==> src/design/kmc_queue.sv <==
// ----------------------------------------------------------------------------
// kmc_queue: small register FIFO
// Holds packed requests between two sides that stall on their own.
// ----------------------------------------------------------------------------
module kmc_queue #(
	parameter int WIDTH = 8,
	parameter int DEPTH = 4
) (
	input  logic             clk,
	input  logic             arst_n,
	input  logic             push,
	input  logic [WIDTH-1:0] push_data,
	input  logic             pop,
	output logic [WIDTH-1:0] pop_data,
	output logic             full,
	output logic             empty
);

	localparam int PTR_W = (DEPTH > 1) ? $clog2(DEPTH) : 1;
	localparam int CNT_W = $clog2(DEPTH + 1);

	logic [WIDTH-1:0] store_q [DEPTH];
	logic [PTR_W-1:0] wr_ptr_q;
	logic [PTR_W-1:0] rd_ptr_q;
	logic [CNT_W-1:0] count_q;

	assign full     = (count_q == CNT_W'(DEPTH));
	assign empty    = (count_q == '0);
	assign pop_data = store_q[rd_ptr_q];

	always_ff @(posedge clk) begin
		if (push) begin
			store_q[wr_ptr_q] <= push_data;
		end
	end

	always_ff @(posedge clk or negedge arst_n) begin
		if (!arst_n) begin
			wr_ptr_q <= '0;
			rd_ptr_q <= '0;
			count_q  <= '0;
		end else begin
			if (push) begin
				wr_ptr_q <= (wr_ptr_q == PTR_W'(DEPTH - 1)) ? '0 : wr_ptr_q + 1'b1;
			end
			if (pop) begin
				rd_ptr_q <= (rd_ptr_q == PTR_W'(DEPTH - 1)) ? '0 : rd_ptr_q + 1'b1;
			end
			if (push && !pop) begin
				count_q <= count_q + 1'b1;
			end else if (pop && !push) begin
				count_q <= count_q - 1'b1;
			end
		end
	end

endmodule

==> config.mk <==
export PLATFORM = sky130hd
export DESIGN_NAME = kmc_queue
export DESIGN_NICKNAME = d
export VERILOG_FILES = /design/src/design/kmc_queue.sv
export SDC_FILE = /design/constraint.sdc
export NUM_CORES = 1
export LEC_CHECK = 0
export BUFFER_PORTS_ARGS = -buffer_cell sky130_fd_sc_hd__buf_2
export CAP_MARGIN = 40
export CORE_ASPECT_RATIO = 0.6
export CORE_UTILIZATION = 45
export DETAILED_ROUTE_END_ITERATION = 6
export GPL_ROUTABILITY_DRIVEN = 0
export GPL_TIMING_DRIVEN = 1
export PLACE_DENSITY = 0.68
export SKIP_LAST_GASP = 1
export SLEW_MARGIN = 10
export SYNTH_ARGS = -nofsm -noshare
export SYNTH_HDL_FRONTEND = slang
export SYNTH_SLANG_ARGS = --single-unit
==> constraint.sdc <==
create_clock -name clk -period 1.35 [get_ports clk]
set_clock_uncertainty 0.05 [all_clocks]
set_input_delay 0.27 -clock clk [delete_from_list [all_inputs] [get_ports clk]]
set_output_delay 0.27 -clock clk [all_outputs]
set_load 0.01 [all_outputs]
==> reports/results.ini <==
[run_status]
outcome = complete, but fails checks
violations = negative setup slack

[floorplanning]
rows = 16
die_height_um = 47.76
initial_core_util = 0.4783
dieArea_sq_um = 3737
core_area_sq_um = 3283
die_w_um = 78.26
pin_count = 22

[worst_setup_path]
crit_type = reg -> out
cp_data_required_time_ns = 1.03
startpoint_type = flip-flop
cp_max_fo = 11
critPathArrivalTime_ns = 1.49
end_kind = primary output
reg2reg_setup_slack_ns = -0.03
timing.rr.start = count_q[1]$_DFFE_PN0P_
r2r_cells = 4
rr_endpoint = count_q[2]$_DFFE_PN0P_

[clocking]
cts_tree = done
cts_buffers = 5
insertion_delay_ns = 0.28
htreeDepth = 2
cts.sinks = 39
cts-root-buf = clkbuf_8
clk_pin_slew_ns = 0.07
cts_max_path_buffers = 2

[synthesis]
synth-adder-area-share = 0.06056
synth-simple-area-share = 0.03426
synth.most_common_cell = edfxtp_1
netlist_area_sq_um = 1570
synth_compound_area_frac = 0.006375
synth_mux_area_frac = 0.1363
async_flop_share = 0.1795
synthCells = 79
synth_edf_count = 32
synth_top_cell_area_share = 0.6120
synth_seq_area_share = 0.7235
syn_nets = 98
synth_top_family_by_area = multiplexers
syn-mean-instance-area_sq_um = 19.88
synth_area_leaders = edfxtp_1, mux4_2, dfrtp_1, ha_1, mux2_2
synth-seq-cells = 39
synth_common_cells = edfxtp_1, mux4_2, dfrtp_1
ys.flop_type = edfxtp_1
yosysWarnings = 0
synthXorXnorAreaFrac = 0.01673
yosysTopAreaCell = edfxtp_1
synth.distinct_cells = 18

[timing]
setup_tns_ns = -3.670
max_slew.worst_pin.slew_ns = 0.2324
fin_ws_ns = -0.4582
hold_viol_final = 0
rsz0062_at_grt = yes
setup_viol = 11
max_freq_ghz = 0.5531
maxSlewHeadroom = 0.8450
period_share = 1.339
timing.final.max_slew_violations = 0
period_needed_ns = 1.808

[final_layout]
syn_to_final_growth_pct = 26.69
drive_gt1_frac = 0.4957
final_nets = 135
diodes = 0

[detailed_routing]
drtIter0Drc = 83
ant_nets = 0
post_drt_wl_per_cell_um = 16.07
via_per_inst = 4.951
vias = 802
wl_um = 2604
dr.pass1.iters = 4
drcViolationCount = 0

[placement]
dp_hpwl_um = 1757
io_buffers = 21

[flow_run]
cap_viol_max_count = 0

[pwr]
ir_worst_vdd_uv = 771.7
leakage_nw = 0.7485
power_density_nw_per_um2 = 1961
total_power_mw = 3.902

[global_route]
overflow = 0
grt_pass1_vias = 817
grt_antenna_before_repair = 0
grt.total_usage = 0.1629
grt_max_degree = 12
grt_pass1_wl_um = 3988

[hold_path]
hold_path_end = store_q[2][4]$_DFFE_PP_
min_path_cells = 1
hold_class = in -> reg
min_from = push_data[4]

## cell families (layout without fill, tap and decap cells)
| group | count (synthesis) | in the layout |
|---|---|---|
| simple gates | 10 | 10 |
| flops | 39 | 39 |
| fa+ha+maj | 7 | 7 |
| buf+inv | 7 | 45 |
| mux | 11 | 11 |
| compound gates | 2 | 2 |
| xor+xnor | 3 | 3 |
## where the power goes
group | switching, mW | internal, mW
clock network | 0.375 | 0.352
registers | 0.198 | 1.59
logic | 0.593 | 0.794
total | 1.17 | 2.74
## routing by layer
| layer | up-vias | routed length, um | GRT usage |
|---|---|---|---|
| met5 | - | 0 | 0 |
| met2 | 19 | 1193 | 0.2404 |
| met1 | 402 | 1239 | 0.2105 |
| li1 | 374 | - | - |
| met3 | 7 | 126 | 0.07048 |
| met4 | 0 | 45 | 0.08889 |
## flip-flops by register name, summed over array words and instances, names as in the netlist
name	cells
store_q	32
count_q	3
rd_ptr_q	2
wr_ptr_q	2
## final cells by class
class	instances	area, sq um
repair buffers	32	262.8
fillers	248	1294
multi-input cells	33	432.9
clock inverters	2	7.507
well taps	45	56.30
clock buffers	6	72.57
inverters	5	18.77
flip-flops and latches	39	1139
## per-stage QoR
step | setup WS [ns] | instance area (sq um) | cells | hold WS (ns) | util
finish | -0.4582 | 1989 | 162 | 0.1501 | 0.6059
global route | -0.5013 | 1989 | 162 | 0.1380 | 0.6059
CTS | -0.4665 | 1972 | 162 | 0.1395 | 0.6006
detailed placement | -0.2101 | 1861 | 152 | 0.06831 | 0.5667
global placement | -0.1445 | 1861 | 152 | 0.06447 | 0.5667
floorplan | -0.007816 | 1585 | 79 | -0.07559 | -
## critical path: stages (launching register included)
cell     delay, ns
dfrtp_1       0.38
buf_12        0.16
mux4_2        0.51
buf_2         0.15
## placed cells by master, fill, tap and decap left out, drive strengths merged
cell type,instances
dfrtp,7
nand2,1
fa,1
buf,31
xnor2,1
inv,5
and2,4
mux2,3
nor3b,1
o21ai,2
nand3,1
clkbuf,6
xor2,2
clkinv,2
mux4,8
edfxtp,32
dlygate4sd3,1
nor2,2
nor3,1
ha,6
## timing repair
action	CTS	global route
buffers inserted	1	0
pin swaps	3	0
setup endpoints to repair	11	36
gates resized for setup	3	7
hold buffers	1	0
hold endpoints to repair	7	0
## worst max path at each step
stage,from,endpoint,slack (ns),depth (start not counted)
final,rd_ptr_q[0]$_DFFE_PN0P_,pop_data[6],-0.46,3
after global routing,rd_ptr_q[0]$_DFFE_PN0P_,pop_data[6],-0.50,3
after CTS,rd_ptr_q[0]$_DFFE_PN0P_,pop_data[6],-0.47,3
after detailed placement,pop,count_q[2]$_DFFE_PN0P_,-0.21,8
after global placement,pop,count_q[2]$_DFFE_PN0P_,-0.14,8
after floorplan,rd_ptr_q[0]$_DFFE_PN0P_,pop_data[0],-0.008,2
(Power assumes the default switching activity.)
