File: config.mk
export PLATFORM = sky130hd
export DESIGN_NAME = kmc_front
export DESIGN_NICKNAME = d
export VERILOG_FILES = /design/src/design/kmc_pkg.sv /design/src/design/kmc_front.sv
export SDC_FILE = /design/constraint.sdc
export NUM_CORES = 1
export LEC_CHECK = 0
export BUFFER_PORTS_ARGS = -buffer_cell sky130_fd_sc_hd__buf_2
export CAP_MARGIN = 20
export CORE_MARGIN = 1
export CORE_UTILIZATION = 44
export CTS_BUF_LIST = sky130_fd_sc_hd__clkbuf_4 sky130_fd_sc_hd__clkbuf_8
export DETAILED_ROUTE_END_ITERATION = 7
export PLACE_DENSITY_LB_ADDON = 0.2
export SLEW_MARGIN = 40
export SYNTH_ARGS = -nofsm -noshare
export SYNTH_HDL_FRONTEND = slang
export SYNTH_SLANG_ARGS = --single-unit
File: constraint.sdc
create_clock -name clk -period 2.3 [get_ports clk]
set_input_delay 0.46 -clock clk [delete_from_list [all_inputs] [get_ports clk]]
set_output_delay 0.46 -clock clk [all_outputs]
set_load 0.01 [all_outputs]
File: src/design/kmc_pkg.sv
// ----------------------------------------------------------------------------
// kmc_pkg: shared types and constants of the k-mer histogram counter
// Op codes, command kinds and the records that travel between the front,
// the command queue and the count table back end.
// ----------------------------------------------------------------------------
package kmc_pkg;

	localparam int CODE_W      = 16;
	localparam int COUNT_W     = 32;
	localparam int TABLE_DEPTH = 65536;

	typedef enum logic [1:0] {
		OP_CHAR       = 2'd0,
		OP_NEW_READ   = 2'd1,
		OP_READ_ENTRY = 2'd2,
		OP_UNUSED     = 2'd3
	} op_t;

	typedef enum logic [1:0] {
		CMD_NONE  = 2'd0,
		CMD_COUNT = 2'd1,
		CMD_READ  = 2'd2
	} cmd_kind_t;

	// code_a: forward code for a count, table index for a read
	// code_b: reverse complement code for a count
	typedef struct packed {
		cmd_kind_t          kind;
		logic [CODE_W-1:0]  code_a;
		logic [CODE_W-1:0]  code_b;
	} cmd_t;

	typedef struct packed {
		logic               kmer_valid;
		logic [CODE_W-1:0]  kmer_code;
		logic [CODE_W-1:0]  revcomp_code;
		logic [COUNT_W-1:0] count_value;
	} res_t;

endpackage

File: src/design/kmc_front.sv
// ----------------------------------------------------------------------------
// kmc_front: request front end
// Accept requests, track the base window and run length, and turn each
// request into a count, read or no-op command for the back end.
// ----------------------------------------------------------------------------
module kmc_front #(
	parameter int KMER_LEN = 8
) (
	input  logic                        clk,
	input  logic                        arst_n,
	input  logic                        accept,
	input  logic [1:0]                  op,
	input  logic [7:0]                  base_char,
	input  logic [kmc_pkg::CODE_W-1:0]  count_index,
	output kmc_pkg::cmd_t               cmd
);

	import kmc_pkg::*;

	localparam int WIN_W = 2 * KMER_LEN;
	localparam int RUN_W = (KMER_LEN > 1) ? $clog2(KMER_LEN) : 1;

	localparam logic [7:0] CHAR_A = 8'h41;
	localparam logic [7:0] CHAR_C = 8'h43;
	localparam logic [7:0] CHAR_G = 8'h47;
	localparam logic [7:0] CHAR_T = 8'h54;

	logic [WIN_W-1:0] window_q;
	logic [RUN_W-1:0] run_q;
	logic [WIN_W-1:0] window_d;
	logic [RUN_W-1:0] run_d;
	logic [WIN_W-1:0] win_shift;
	logic [WIN_W-1:0] win_rc;
	logic             is_base;

	assign is_base   = (base_char == CHAR_A) || (base_char == CHAR_C) ||
	                   (base_char == CHAR_G) || (base_char == CHAR_T);
	assign win_shift = WIN_W'({window_q, base_char[2:1]});

	// reverse the 2-bit groups and complement each base
	always_comb begin
		for (int i = 0; i < KMER_LEN; i++) begin
			win_rc[2*i +: 2] = win_shift[2*(KMER_LEN-1-i) +: 2] ^ 2'b10;
		end
	end

	always_comb begin
		window_d    = window_q;
		run_d       = run_q;
		cmd.kind    = CMD_NONE;
		cmd.code_a  = '0;
		cmd.code_b  = '0;
		case (op)
			OP_CHAR: begin
				if (!is_base) begin
					window_d = '0;
					run_d    = '0;
				end else begin
					window_d = win_shift;
					if (run_q == RUN_W'(KMER_LEN - 1)) begin
						cmd.kind   = CMD_COUNT;
						cmd.code_a = CODE_W'(win_shift);
						cmd.code_b = CODE_W'(win_rc);
					end else begin
						run_d = run_q + 1'b1;
					end
				end
			end
			OP_NEW_READ: begin
				window_d = '0;
				run_d    = '0;
			end
			OP_READ_ENTRY: begin
				cmd.kind   = CMD_READ;
				cmd.code_a = count_index;
			end
			default: begin
			end
		endcase
	end

	always_ff @(posedge clk or negedge arst_n) begin
		if (!arst_n) begin
			window_q <= '0;
			run_q    <= '0;
		end else if (accept) begin
			window_q <= window_d;
			run_q    <= run_d;
		end
	end

endmodule

==> flow_metrics.py, run 1 <==
metrics = {
    "clock_network": {
        "clkTransAtPathRegs_ns": 0.10,
        "insertion_delay_ns": 0.28,
        "clock_sinks": 17,
        "quantity_of_hold_fixing_buffers_added_after_cts": 0,
        "inserted_clock_buffers": 3,
        "cts_tree": "yes",
        "max_h_tree_level": 1,
        "root_buffer": "sky130_fd_sc_hd__clkbuf_4",
        "cts_max_path_buffers": 2,
    },
    "worst_setup_path": {
        "cp-start-kind": "register",
        "critical_path_required_ns": 1.84,
        "cp.arrival_ns": 2.02,
        "critical_path.max_stage_delay_ns": 0.38,
        "slowest_stage": "sky130_fd_sc_hd__dfrtp_1",
        "worst_path_dominant_cell_family": "simple AND/OR/NAND/NOR gates",
        "critical_path_peak_fanout": 13,
        "crit_path_cell_trace": "ha_2 > ha_4 > inv_4 > nor4b_4 > nand3_4 > inv_8 > a22o_1 > buf_2",
        "category_of_the_most_critical_setup_path": "register to output port",
        "setup.worst_path.end_class": "output port",
        "sum_of_buffers_and_inverters_on_the_critical_path": 3,
    },
    "synth": {
        "syn_nets": 122,
        "postSynthRegisterBits": 17,
        "synth.yosys.seq_area_share": 0.417,
        "synthesized_area_per_cell_um2": 11.2,
        "post_synth_instance_area_mm2": 0.00102,
        "synth_cell_types": 22,
        "yosysWarningCount": 0,
        "post_synthesis_cells": 91,
    },
    "routing": {
        "routed_wirelength_um": 2740,
        "via_per_inst": 5.47,
        "detailedRoute.firstPassIterationCount": 4,
        "drt_first_iter_violations": 22,
        "vias": 1028,
        "drt-wirelength-per-cell_um": 14.6,
        "route.detailed.drc": 0,
        "ant_nets": 0,
    },
    "die": {
        "rows": 17,
        "start_util": 0.466,
        "core_area_mm2": 0.00219,
        "num_io_pins": 63,
        "die_area_mm2": 0.00252,
        "x_dimension_of_the_die_um": 50.2,
        "die_height_um": 50.2,
    },
    "outcome": {
        "outcome": "complete, but fails checks",
        "violations": "setup timing",
    },
    "timing": {
        "setup-violations-final": 33,
        "setup_repair_after_global_routing_missed_its_margin": "yes",
        "fin_worst_hold_slack_ns": 0.0741,
        "setup_slack_ns": -0.179,
        "final.min_clock_period_ns": 2.48,
        "fin_crit_sh": 1.08,
        "timing_worst_slew_pin_value_ns": 0.646,
        "setup_total_negative_slack_ns": -5.06,
        "slew_headroom": 0.569,
        "slew_viol_final": 0,
        "upper_clock_frequency_limit_mhz": 403,
        "report.final.hold_viol_count": 0,
        "timing.clock.skew_ns": 0.00304,
    },
    "flow_run": {
        "maxCapViolations": 0,
    },
    "worst_hold_path": {
        "min_path_type": "input pin to asynchronous set/reset pin",
    },
    "cells_and_area": {
        "multiInputGateArea_um2": 549,
        "syn_to_final_growth_pct": 42.5,
        "num_antenna_cells": 0,
        "fillers": 182,
        "final_common_cell": "sky130_fd_sc_hd__buf_2",
        "final_net_count": 192,
        "final-seq-area_um2": 425,
        "post-route-util": 0.664,
        "final_cell_mix": "62 x sky130_fd_sc_hd__buf_2, 31 x sky130_fd_sc_hd__a22o_1, 17 x sky130_fd_sc_hd__dfrtp_1",
        "number_of_non_filler_instances_in_the_completed_layout": 188,
        "post_route_cells_drive_above_1_share": 0.550,
    },
    "power": {
        "cellLeakagePower_nw": 0.836,
        "vdd_drop_max_v": 0.000277,
        "power_density_mw_per_mm2": 379,
    },
    "placement": {
        "detailedPlace.worstSlack_ns": 0.131,
        "port_buffers": 62,
        "placed_cells_incl_taps": 176,
        "place.detailed.hpwl_um": 1760,
        "gpl.final_weighted_congestion": 0.686,
    },
    "grt": {
        "antenna_found_initial": 0,
        "grt_pass1_wl_um": 4200,
        "global_route.overflow_total": 0,
        "global_route.usage.total": 0.219,
        "pin_count_of_the_biggest_net_entering_global_routing": 18,
        "first_global_vias": 956,
    },
}
-- cells by family (layout without fill, tap and decap cells) --
family	Yosys count	count (layout)	share of synthesized area
flops	17	17	0.417
simple gates	27	27	0.178
buf+inv	10	79	0.0784
fa+ha+maj	2	2	0.0245
compound gates	35	35	0.303
-- cell type report --
cell class	instances	area share
multi-input combinational	64	0.377
tap	28	0.0241
inverter	2	0.0120
timing repair buffer	72	0.267
sequential	17	0.292
timing repair inverter	1	0.00602
clock buffer	4	0.0206
-- timing repair --
item | 4_1_cts | 5_1_grt
cloned | 1 | 0
setup buffers | 3 | 4
setup endpoints to repair | 33 | 33
resized for setup | 7 | 4
pin swaps | 2 | 3
-- synth_stat cells --
library cell | instances | area, um2
sky130_fd_sc_hd__o21ai_2 | 1 | 8.76
sky130_fd_sc_hd__nand2b_1 | 2 | 12.5
sky130_fd_sc_hd__a31o_1 | 1 | 8.76
sky130_fd_sc_hd__and2_1 | 8 | 50.1
sky130_fd_sc_hd__nand4bb_1 | 1 | 11.3
sky130_fd_sc_hd__nand3_4 | 1 | 17.5
sky130_fd_sc_hd__nor3b_2 | 1 | 12.5
sky130_fd_sc_hd__inv_2 | 1 | 3.75
sky130_fd_sc_hd__buf_6 | 3 | 33.8
sky130_fd_sc_hd__dfrtp_1 | 17 | 425
sky130_fd_sc_hd__inv_6 | 1 | 8.76
sky130_fd_sc_hd__buf_4 | 1 | 7.51
sky130_fd_sc_hd__and3_1 | 1 | 6.26
sky130_fd_sc_hd__a32o_1 | 2 | 20.0
sky130_fd_sc_hd__buf_8 | 1 | 15.0
sky130_fd_sc_hd__a22o_1 | 31 | 272
sky130_fd_sc_hd__nor3_2 | 1 | 10.0
sky130_fd_sc_hd__nor4b_2 | 1 | 15.0
sky130_fd_sc_hd__clkbuf_1 | 3 | 11.3
sky130_fd_sc_hd__nor2_1 | 9 | 33.8
sky130_fd_sc_hd__ha_1 | 2 | 25.0
sky130_fd_sc_hd__nor2b_1 | 2 | 12.5
-- final timing paths --
check	end	startpoint	slack [ns]	cells past startpoint
max	cmd[22]	run_q[0]	-0.18	8
min	window_q[8]	arst_n	0.07	1
max reg2reg	run_q[0]	run_q[0]	0.54	8
min reg2reg	window_q[12]	window_q[12]	0.55	1
max in group asynchronous	window_q[1]	arst_n	1.96	1
min in group clk	window_q[0]	base_char[1]	0.48	2
-- sequential cells by signal (all words and copies together), names as in the netlist --
name,flops
run_q,3
window_q,14
-- per-layer routing --
| metal | vias up | routed length, um | global-route usage |
|---|---|---|---|
| met1 | 497 | 1120 | 0.263 |
| met5 | - | 0 | 0 |
| li1 | 485 | - | - |
| met3 | 4 | 162 | 0.0364 |
| met4 | 0 | 18 | 0.124 |
| met2 | 42 | 1430 | 0.367 |
-- stage by stage --
step	power, mW	instance area, um2
2_1_floorplan	0.341	1020
3_3_place_gp	0.385	1320
3_5_place_dp	0.387	1320
4_1_cts	0.555	1410
5_1_grt	0.575	1460
6_report	0.551	1460
-- power by group --
group | total, mW | switching (mW) | leakage (nW) | internal, mW
combinational | 0.0839 | 0.0438 | 0.580 | 0.0400
clock | 0.168 | 0.0890 | 0.0184 | 0.0791
sequential | 0.299 | 0.000298 | 0.238 | 0.299
total | 0.551 | 0.133 | 0.836 | 0.418
Note: power is estimated with default switching activity, not from simulation.
==> run 2, diff against run 1 <==
--- a/config.mk
+++ b/config.mk
@@ -8,7 +8,7 @@
 export BUFFER_PORTS_ARGS = -buffer_cell sky130_fd_sc_hd__buf_2
 export CAP_MARGIN = 20
 export CORE_MARGIN = 1
-export CORE_UTILIZATION = 44
+export CORE_UTILIZATION = 47
 export CTS_BUF_LIST = sky130_fd_sc_hd__clkbuf_4 sky130_fd_sc_hd__clkbuf_8
 export DETAILED_ROUTE_END_ITERATION = 7
 export PLACE_DENSITY_LB_ADDON = 0.2
==> constraint.sdc (replaced) <==
create_clock -name clk -period 3.15 [get_ports clk]
set_input_delay 0.63 -clock clk [delete_from_list [all_inputs] [get_ports clk]]
set_output_delay 0.63 -clock clk [all_outputs]
set_load 0.01 [all_outputs]
==> run 2 against run 1 <==
Effect of this change: the flow now finishes without violations; combinational power fell by 30%; sequential power shrank 27%; count of clock-buffer cells in the layout stayed put; register-to-register slack improved by 1.0 ns; sequential share of layout area is 2.6 points higher; final cell count shrank 5.9%; power down 27%; design area shrank 8.3%; global-route usage decreased by 0.50 points; clock power shrank 26%; utilization up 0.27 points; first-iteration DRC count fell by 45%; highest routed layer unchanged.
==> flow_metrics.py, run 2 (same netlist as run 1, synthesis figures left out) <==
metrics = {
    "flow_run": {
        "maxCapViolations": 0,
    },
    "worst_setup_path": {
        "worst-r2r-cell-count": 6,
        "worstReg2RegStart": "run_q[0]",
        "reg2reg_to": "run_q[0]",
        "setup.worst_path.end_class": "output port",
        "cp.arrival_ns": 2.13,
        "critical_path_peak_fanout": 25,
        "critical_path_required_ns": 2.52,
        "category_of_the_most_critical_setup_path": "register to output port",
        "regToRegSetupSlack_ns": 1.54,
        "cp-start-kind": "register",
        "critPathCapture": "cmd[30]",
        "setup.worst_path.start": "run_q[0]",
    },
    "die": {
        "die_area_mm2": 0.00236,
        "x_dimension_of_the_die_um": 48.6,
        "rows": 16,
        "num_io_pins": 63,
        "start_util": 0.510,
        "die_height_um": 48.6,
        "core_area_mm2": 0.00200,
    },
    "clock_network": {
        "max_h_tree_level": 1,
        "clkTransAtPathRegs_ns": 0.10,
        "clock_sinks": 17,
        "postCtsSetupRepairBufs": 0,
        "inserted_clock_buffers": 3,
        "insertion_delay_ns": 0.29,
        "root_buffer": "sky130_fd_sc_hd__clkbuf_4",
        "cts_tree": "yes",
        "cts_resized": 0,
        "quantity_of_hold_fixing_buffers_added_after_cts": 0,
        "cts_max_path_buffers": 2,
    },
    "grt": {
        "pin_count_of_the_biggest_net_entering_global_routing": 26,
        "antenna_found_initial": 0,
        "first_global_vias": 908,
        "global_route.usage.total": 0.214,
        "global_route.overflow_total": 0,
        "grt_pass1_wl_um": 4040,
    },
    "power": {
        "pwr-share-clk": 0.310,
        "vdd_drop_max_v": 0.000261,
        "power_switching_share": 0.242,
        "post-layout-total-power_mw": 0.401,
        "power.internal_mw": 0.304,
        "seq_power_share": 0.545,
        "combPwrFrac": 0.146,
        "power_density_mw_per_mm2": 300,
        "switching_power_mw": 0.0970,
        "cellLeakagePower_nw": 0.781,
    },
    "routing": {
        "detailedRoute.firstPassIterationCount": 4,
        "routed_wirelength_um": 2310,
        "route.detailed.drc": 0,
        "vias": 958,
        "drt_first_iter_violations": 12,
        "ant_nets": 0,
        "drt-wirelength-per-cell_um": 13.0,
        "via_per_inst": 5.41,
    },
    "timing": {
        "fin_crit_sh": 0.877,
        "report.final.hold_viol_count": 0,
        "timing.clock.skew_ns": 0.00213,
        "timing_worst_slew_pin_value_ns": 0.611,
        "final.min_clock_period_ns": 2.76,
        "setup_repair_after_global_routing_missed_its_margin": "no",
        "slew_headroom": 0.593,
        "setup-violations-final": 0,
        "slew_viol_final": 0,
        "upper_clock_frequency_limit_mhz": 362,
        "setup_total_negative_slack_ns": 0,
    },
    "placement": {
        "gpl.final_weighted_congestion": 0.740,
        "dpl_cell_area_mm2": 0.00131,
        "port_buffers": 62,
    },
    "worst_hold_path": {
        "min_path_type": "input pin to asynchronous set/reset pin",
    },
    "cells_and_area": {
        "fillers": 185,
        "registers.top_by_ff_count": "window_q",
        "post_route_cells_drive_above_1_share": 0.493,
        "syn_to_final_growth_pct": 30.8,
        "reg_top3": "window_q x14, run_q x3",
        "final_common_cell": "sky130_fd_sc_hd__buf_2",
        "final_cell_mix": "62 x sky130_fd_sc_hd__buf_2, 31 x sky130_fd_sc_hd__a22o_1, 17 x sky130_fd_sc_hd__dfrtp_1",
        "final_net_count": 182,
        "finish.instance_area_mm2": 0.00134,
        "num_antenna_cells": 0,
        "largest_reg_flops": 14,
    },
    "outcome": {
        "outcome": "finished clean",
    },
}
==> run 2: cell count changes in the layout (fill, tap and decap cells not counted) <==
cell,before,now
sky130_fd_sc_hd__ha_1,0,2
sky130_fd_sc_hd__buf_6,1,0
sky130_fd_sc_hd__ha_4,1,0
sky130_fd_sc_hd__nor2_2,1,0
sky130_fd_sc_hd__nor4b_4,1,0
sky130_fd_sc_hd__nor4b_2,0,1
sky130_fd_sc_hd__nor2_1,7,9
sky130_fd_sc_hd__inv_2,0,1
sky130_fd_sc_hd__inv_4,1,0
sky130_fd_sc_hd__inv_8,1,0
sky130_fd_sc_hd__buf_4,9,1
sky130_fd_sc_hd__nor2_4,1,0
sky130_fd_sc_hd__ha_2,1,0
==> run 2: routing by layer <==
layer	routed length (um)	track usage
met1	997	0.266
met2	1150	0.370
met3	128	0.0440
met4	34	0.0637
met5	0	0
==> run 2: per-stage QoR <==
step / worst slack, ns / hold WS [ns] / util / cells
CTS: 0.379 / 0.251 / 0.667 / 177
detailed placement: 0.675 / 0.493 / 0.652 / 173
global placement: 0.716 / 0.479 / 0.652 / 173
global route: 0.259 / 0.261 / 0.667 / 177
floorplan: 0.903 / 0.334 / - / 91
finish: 0.387 / 0.236 / 0.667 / 177
==> run 2: power by group through the flow <==
stage / Sequential [mW] / Clock [mW] / Combinational, mW
after floorplan: 0.223 / 0 / 0.0260
after global placement: 0.223 / 0 / 0.0574
after detailed placement: 0.223 / 0 / 0.0590
after CTS: 0.219 / 0.127 / 0.0592
after global routing: 0.219 / 0.134 / 0.0646
final: 0.219 / 0.124 / 0.0584
==> run 2: how the worst min path moves through the flow <==
stage,depth (start not counted),from,slack (ns),to
floorplan,0,arst_n,0.33,run_q[0]
global placement,1,run_q[1],0.48,run_q[1]
detailed placement,1,run_q[2],0.49,run_q[2]
CTS,1,arst_n,0.25,window_q[10]
global route,1,arst_n,0.26,window_q[10]
finish,1,arst_n,0.24,window_q[10]
==> run 2: cell type report <==
type | count | area [um2] | share of cell area
clock buffer | 4 | 30.0 | 0.0225
multi-input combinational | 64 | 515 | 0.386
tap | 27 | 33.8 | 0.0253
timing repair buffer | 63 | 318 | 0.238
sequential | 17 | 425 | 0.319
inverter | 2 | 12.5 | 0.00937
==> run 2: critical path, stage by stage, from the launching register on <==
cell	delay [ns]
sky130_fd_sc_hd__dfrtp_1	0.39
sky130_fd_sc_hd__ha_1	0.17
sky130_fd_sc_hd__ha_1	0.18
sky130_fd_sc_hd__inv_2	0.06
sky130_fd_sc_hd__nor4b_2	0.36
sky130_fd_sc_hd__nand3_4	0.20
sky130_fd_sc_hd__inv_6	0.19
sky130_fd_sc_hd__a22o_1	0.17
sky130_fd_sc_hd__buf_2	0.12
==> run 3, diff against run 2 <==
--- a/config.mk
+++ b/config.mk
@@ -5,12 +5,13 @@
 export SDC_FILE = /design/constraint.sdc
 export NUM_CORES = 1
 export LEC_CHECK = 0
-export BUFFER_PORTS_ARGS = -buffer_cell sky130_fd_sc_hd__buf_2
+export ABC_CLOCK_PERIOD_IN_PS = 3150
 export CAP_MARGIN = 20
 export CORE_MARGIN = 1
-export CORE_UTILIZATION = 47
+export CORE_UTILIZATION = 55
 export CTS_BUF_LIST = sky130_fd_sc_hd__clkbuf_4 sky130_fd_sc_hd__clkbuf_8
 export DETAILED_ROUTE_END_ITERATION = 7
+export DONT_BUFFER_PORTS = 1
 export PLACE_DENSITY_LB_ADDON = 0.2
 export SLEW_MARGIN = 40
 export SYNTH_ARGS = -nofsm -noshare
==> run 3 against run 2 <==
Effect of this change: clock power barely moved; highest routed layer unchanged; critical endpoint is now cmd[16]; worst hold slack got worse by 0.21 ns; global-route usage rose by 1.9 points; flip-flop and latch count did not move.
==> flow_metrics.py, run 3 (same netlist as run 1, synthesis figures left out) <==
metrics = {
    "flow_run": {
        "maxCapViolations": 0,
    },
    "grt": {
        "global_route.overflow_total": 0,
        "antenna_found_initial": 0,
        "pin_count_of_the_biggest_net_entering_global_routing": 26,
        "global_route.usage.total": 0.233,
        "grt_pass1_wl_um": 3320,
        "first_global_vias": 690,
    },
    "worst_setup_path": {
        "cp-start-kind": "register",
        "reg2reg_to": "run_q[0]",
        "setup.worst_path.end_class": "output port",
        "critical_path_peak_fanout": 25,
        "regToRegSetupSlack_ns": 1.52,
        "critical_path_required_ns": 2.52,
        "worst-r2r-cell-count": 6,
        "critPathCapture": "cmd[16]",
        "setup.worst_path.start": "run_q[0]",
        "cp.arrival_ns": 2.08,
        "category_of_the_most_critical_setup_path": "register to output port",
        "worstReg2RegStart": "run_q[0]",
    },
    "cells_and_area": {
        "final_common_cell": "sky130_fd_sc_hd__a22o_1",
        "fillers": 160,
        "finish.instance_area_mm2": 0.00102,
        "final_net_count": 120,
        "registers.top_by_ff_count": "window_q",
        "syn_to_final_growth_pct": 0.123,
        "post_route_cells_drive_above_1_share": 0.136,
        "final_cell_mix": "31 x sky130_fd_sc_hd__a22o_1, 17 x sky130_fd_sc_hd__dfrtp_1, 9 x sky130_fd_sc_hd__nor2_1",
        "largest_reg_flops": 14,
        "number_of_non_filler_instances_in_the_completed_layout": 113,
        "num_antenna_cells": 0,
        "reg_top3": "window_q x14, run_q x3",
        "post-route-util": 0.592,
    },
    "clock_network": {
        "cts_tree": "yes",
        "max_h_tree_level": 1,
        "root_buffer": "sky130_fd_sc_hd__clkbuf_4",
        "clkTransAtPathRegs_ns": 0.09,
        "insertion_delay_ns": 0.28,
        "cts_resized": 0,
        "quantity_of_hold_fixing_buffers_added_after_cts": 0,
        "cts_max_path_buffers": 2,
        "clock_sinks": 17,
        "inserted_clock_buffers": 3,
        "postCtsSetupRepairBufs": 0,
    },
    "timing": {
        "timing_worst_slew_pin_value_ns": 0.622,
        "report.final.hold_viol_count": 0,
        "upper_clock_frequency_limit_mhz": 369,
        "slew_viol_final": 0,
        "setup_repair_after_global_routing_missed_its_margin": "no",
        "timing.clock.skew_ns": 0.000921,
        "final.min_clock_period_ns": 2.71,
        "setup-violations-final": 0,
        "slew_headroom": 0.585,
        "setup_total_negative_slack_ns": 0,
        "fin_worst_hold_slack_ns": 0.0291,
        "fin_crit_sh": 0.860,
    },
    "die": {
        "num_io_pins": 63,
        "x_dimension_of_the_die_um": 45.1,
        "start_util": 0.591,
        "die_area_mm2": 0.00203,
        "die_height_um": 45.1,
        "core_area_mm2": 0.00173,
        "rows": 15,
    },
    "routing": {
        "detailedRoute.firstPassIterationCount": 4,
        "drt_first_iter_violations": 5,
        "ant_nets": 0,
        "via_per_inst": 6.82,
        "vias": 771,
        "route.detailed.drc": 0,
        "routed_wirelength_um": 2120,
        "drt-wirelength-per-cell_um": 18.8,
    },
    "placement": {
        "port_buffers": 0,
        "gpl.final_weighted_congestion": 0.762,
        "place.detailed.hpwl_um": 1570,
        "placed_cells_incl_taps": 109,
        "dpl_cell_area_um2": 992,
    },
    "worst_hold_path": {
        "min_path_type": "input pin to asynchronous set/reset pin",
    },
    "power": {
        "power_density_mw_per_mm2": 360,
        "cellLeakagePower_nw": 0.488,
        "vdd_drop_max_v": 0.000245,
    },
    "outcome": {
        "outcome": "finished clean",
    },
}
## run 3: cell types whose count changed in the layout (fill, tap and decap cells not counted)
cell | previous run | this run
sky130_fd_sc_hd__buf_2 | 62 | 0
## run 3: worst max-delay path: stages (launching register included)
cell and delay (ns):
sky130_fd_sc_hd__dfrtp_1 0.39, sky130_fd_sc_hd__ha_1 0.16, sky130_fd_sc_hd__ha_1 0.17, sky130_fd_sc_hd__inv_2 0.06, sky130_fd_sc_hd__nor4b_2 0.36, sky130_fd_sc_hd__nand3_4 0.20, sky130_fd_sc_hd__inv_6 0.21, sky130_fd_sc_hd__a22o_1 0.25
## run 3: final cells by class
type	count	area, um2	area share
multi-input cells	64	515	0.504
inverters	2	12.5	0.0122
clock buffers	4	30.0	0.0294
repair buffers	1	7.51	0.00734
well taps	25	31.3	0.0306
flip-flops and latches	17	425	0.416
## run 3: where the power goes
group	total (mW)	switching (mW)	internal, mW	leakage (nW)
Clock	0.121	0.0637	0.0577	0.0184
Combinational	0.0281	0.0175	0.0107	0.232
Sequential	0.219	0.000238	0.218	0.238
Total	0.368	0.0814	0.287	0.488
## run 3: through the flow
stage | power [mW] | worst slack (ns)
floorplan | 0.249 | 0.903
global placement | 0.251 | 0.805
detailed placement | 0.251 | 0.744
CTS | 0.370 | 0.417
global route | 0.382 | 0.236
finish | 0.368 | 0.441
## run 3: worst min-delay path by stage
| stage | endpoint | cells past startpoint | slack, ns | startpoint |
|---|---|---|---|---|
| final | window_q[0] | 0 | 0.03 | arst_n |
| after global routing | window_q[2] | 0 | 0.004 | arst_n |
| after CTS | window_q[0] | 0 | 0.02 | arst_n |
| after detailed placement | window_q[0] | 0 | 0.33 | arst_n |
| after global placement | run_q[2] | 0 | 0.33 | arst_n |
| after floorplan | run_q[0] | 0 | 0.33 | arst_n |
## run 3: routing by layer
metal  track usage  wire [um]  vias to the layer above
met3        0.0760        152                        4
met2         0.348       1020                       40
met5             0          0                        -
met4         0.115         31                        0
met1         0.303        921                      388
li1              -          -                      339
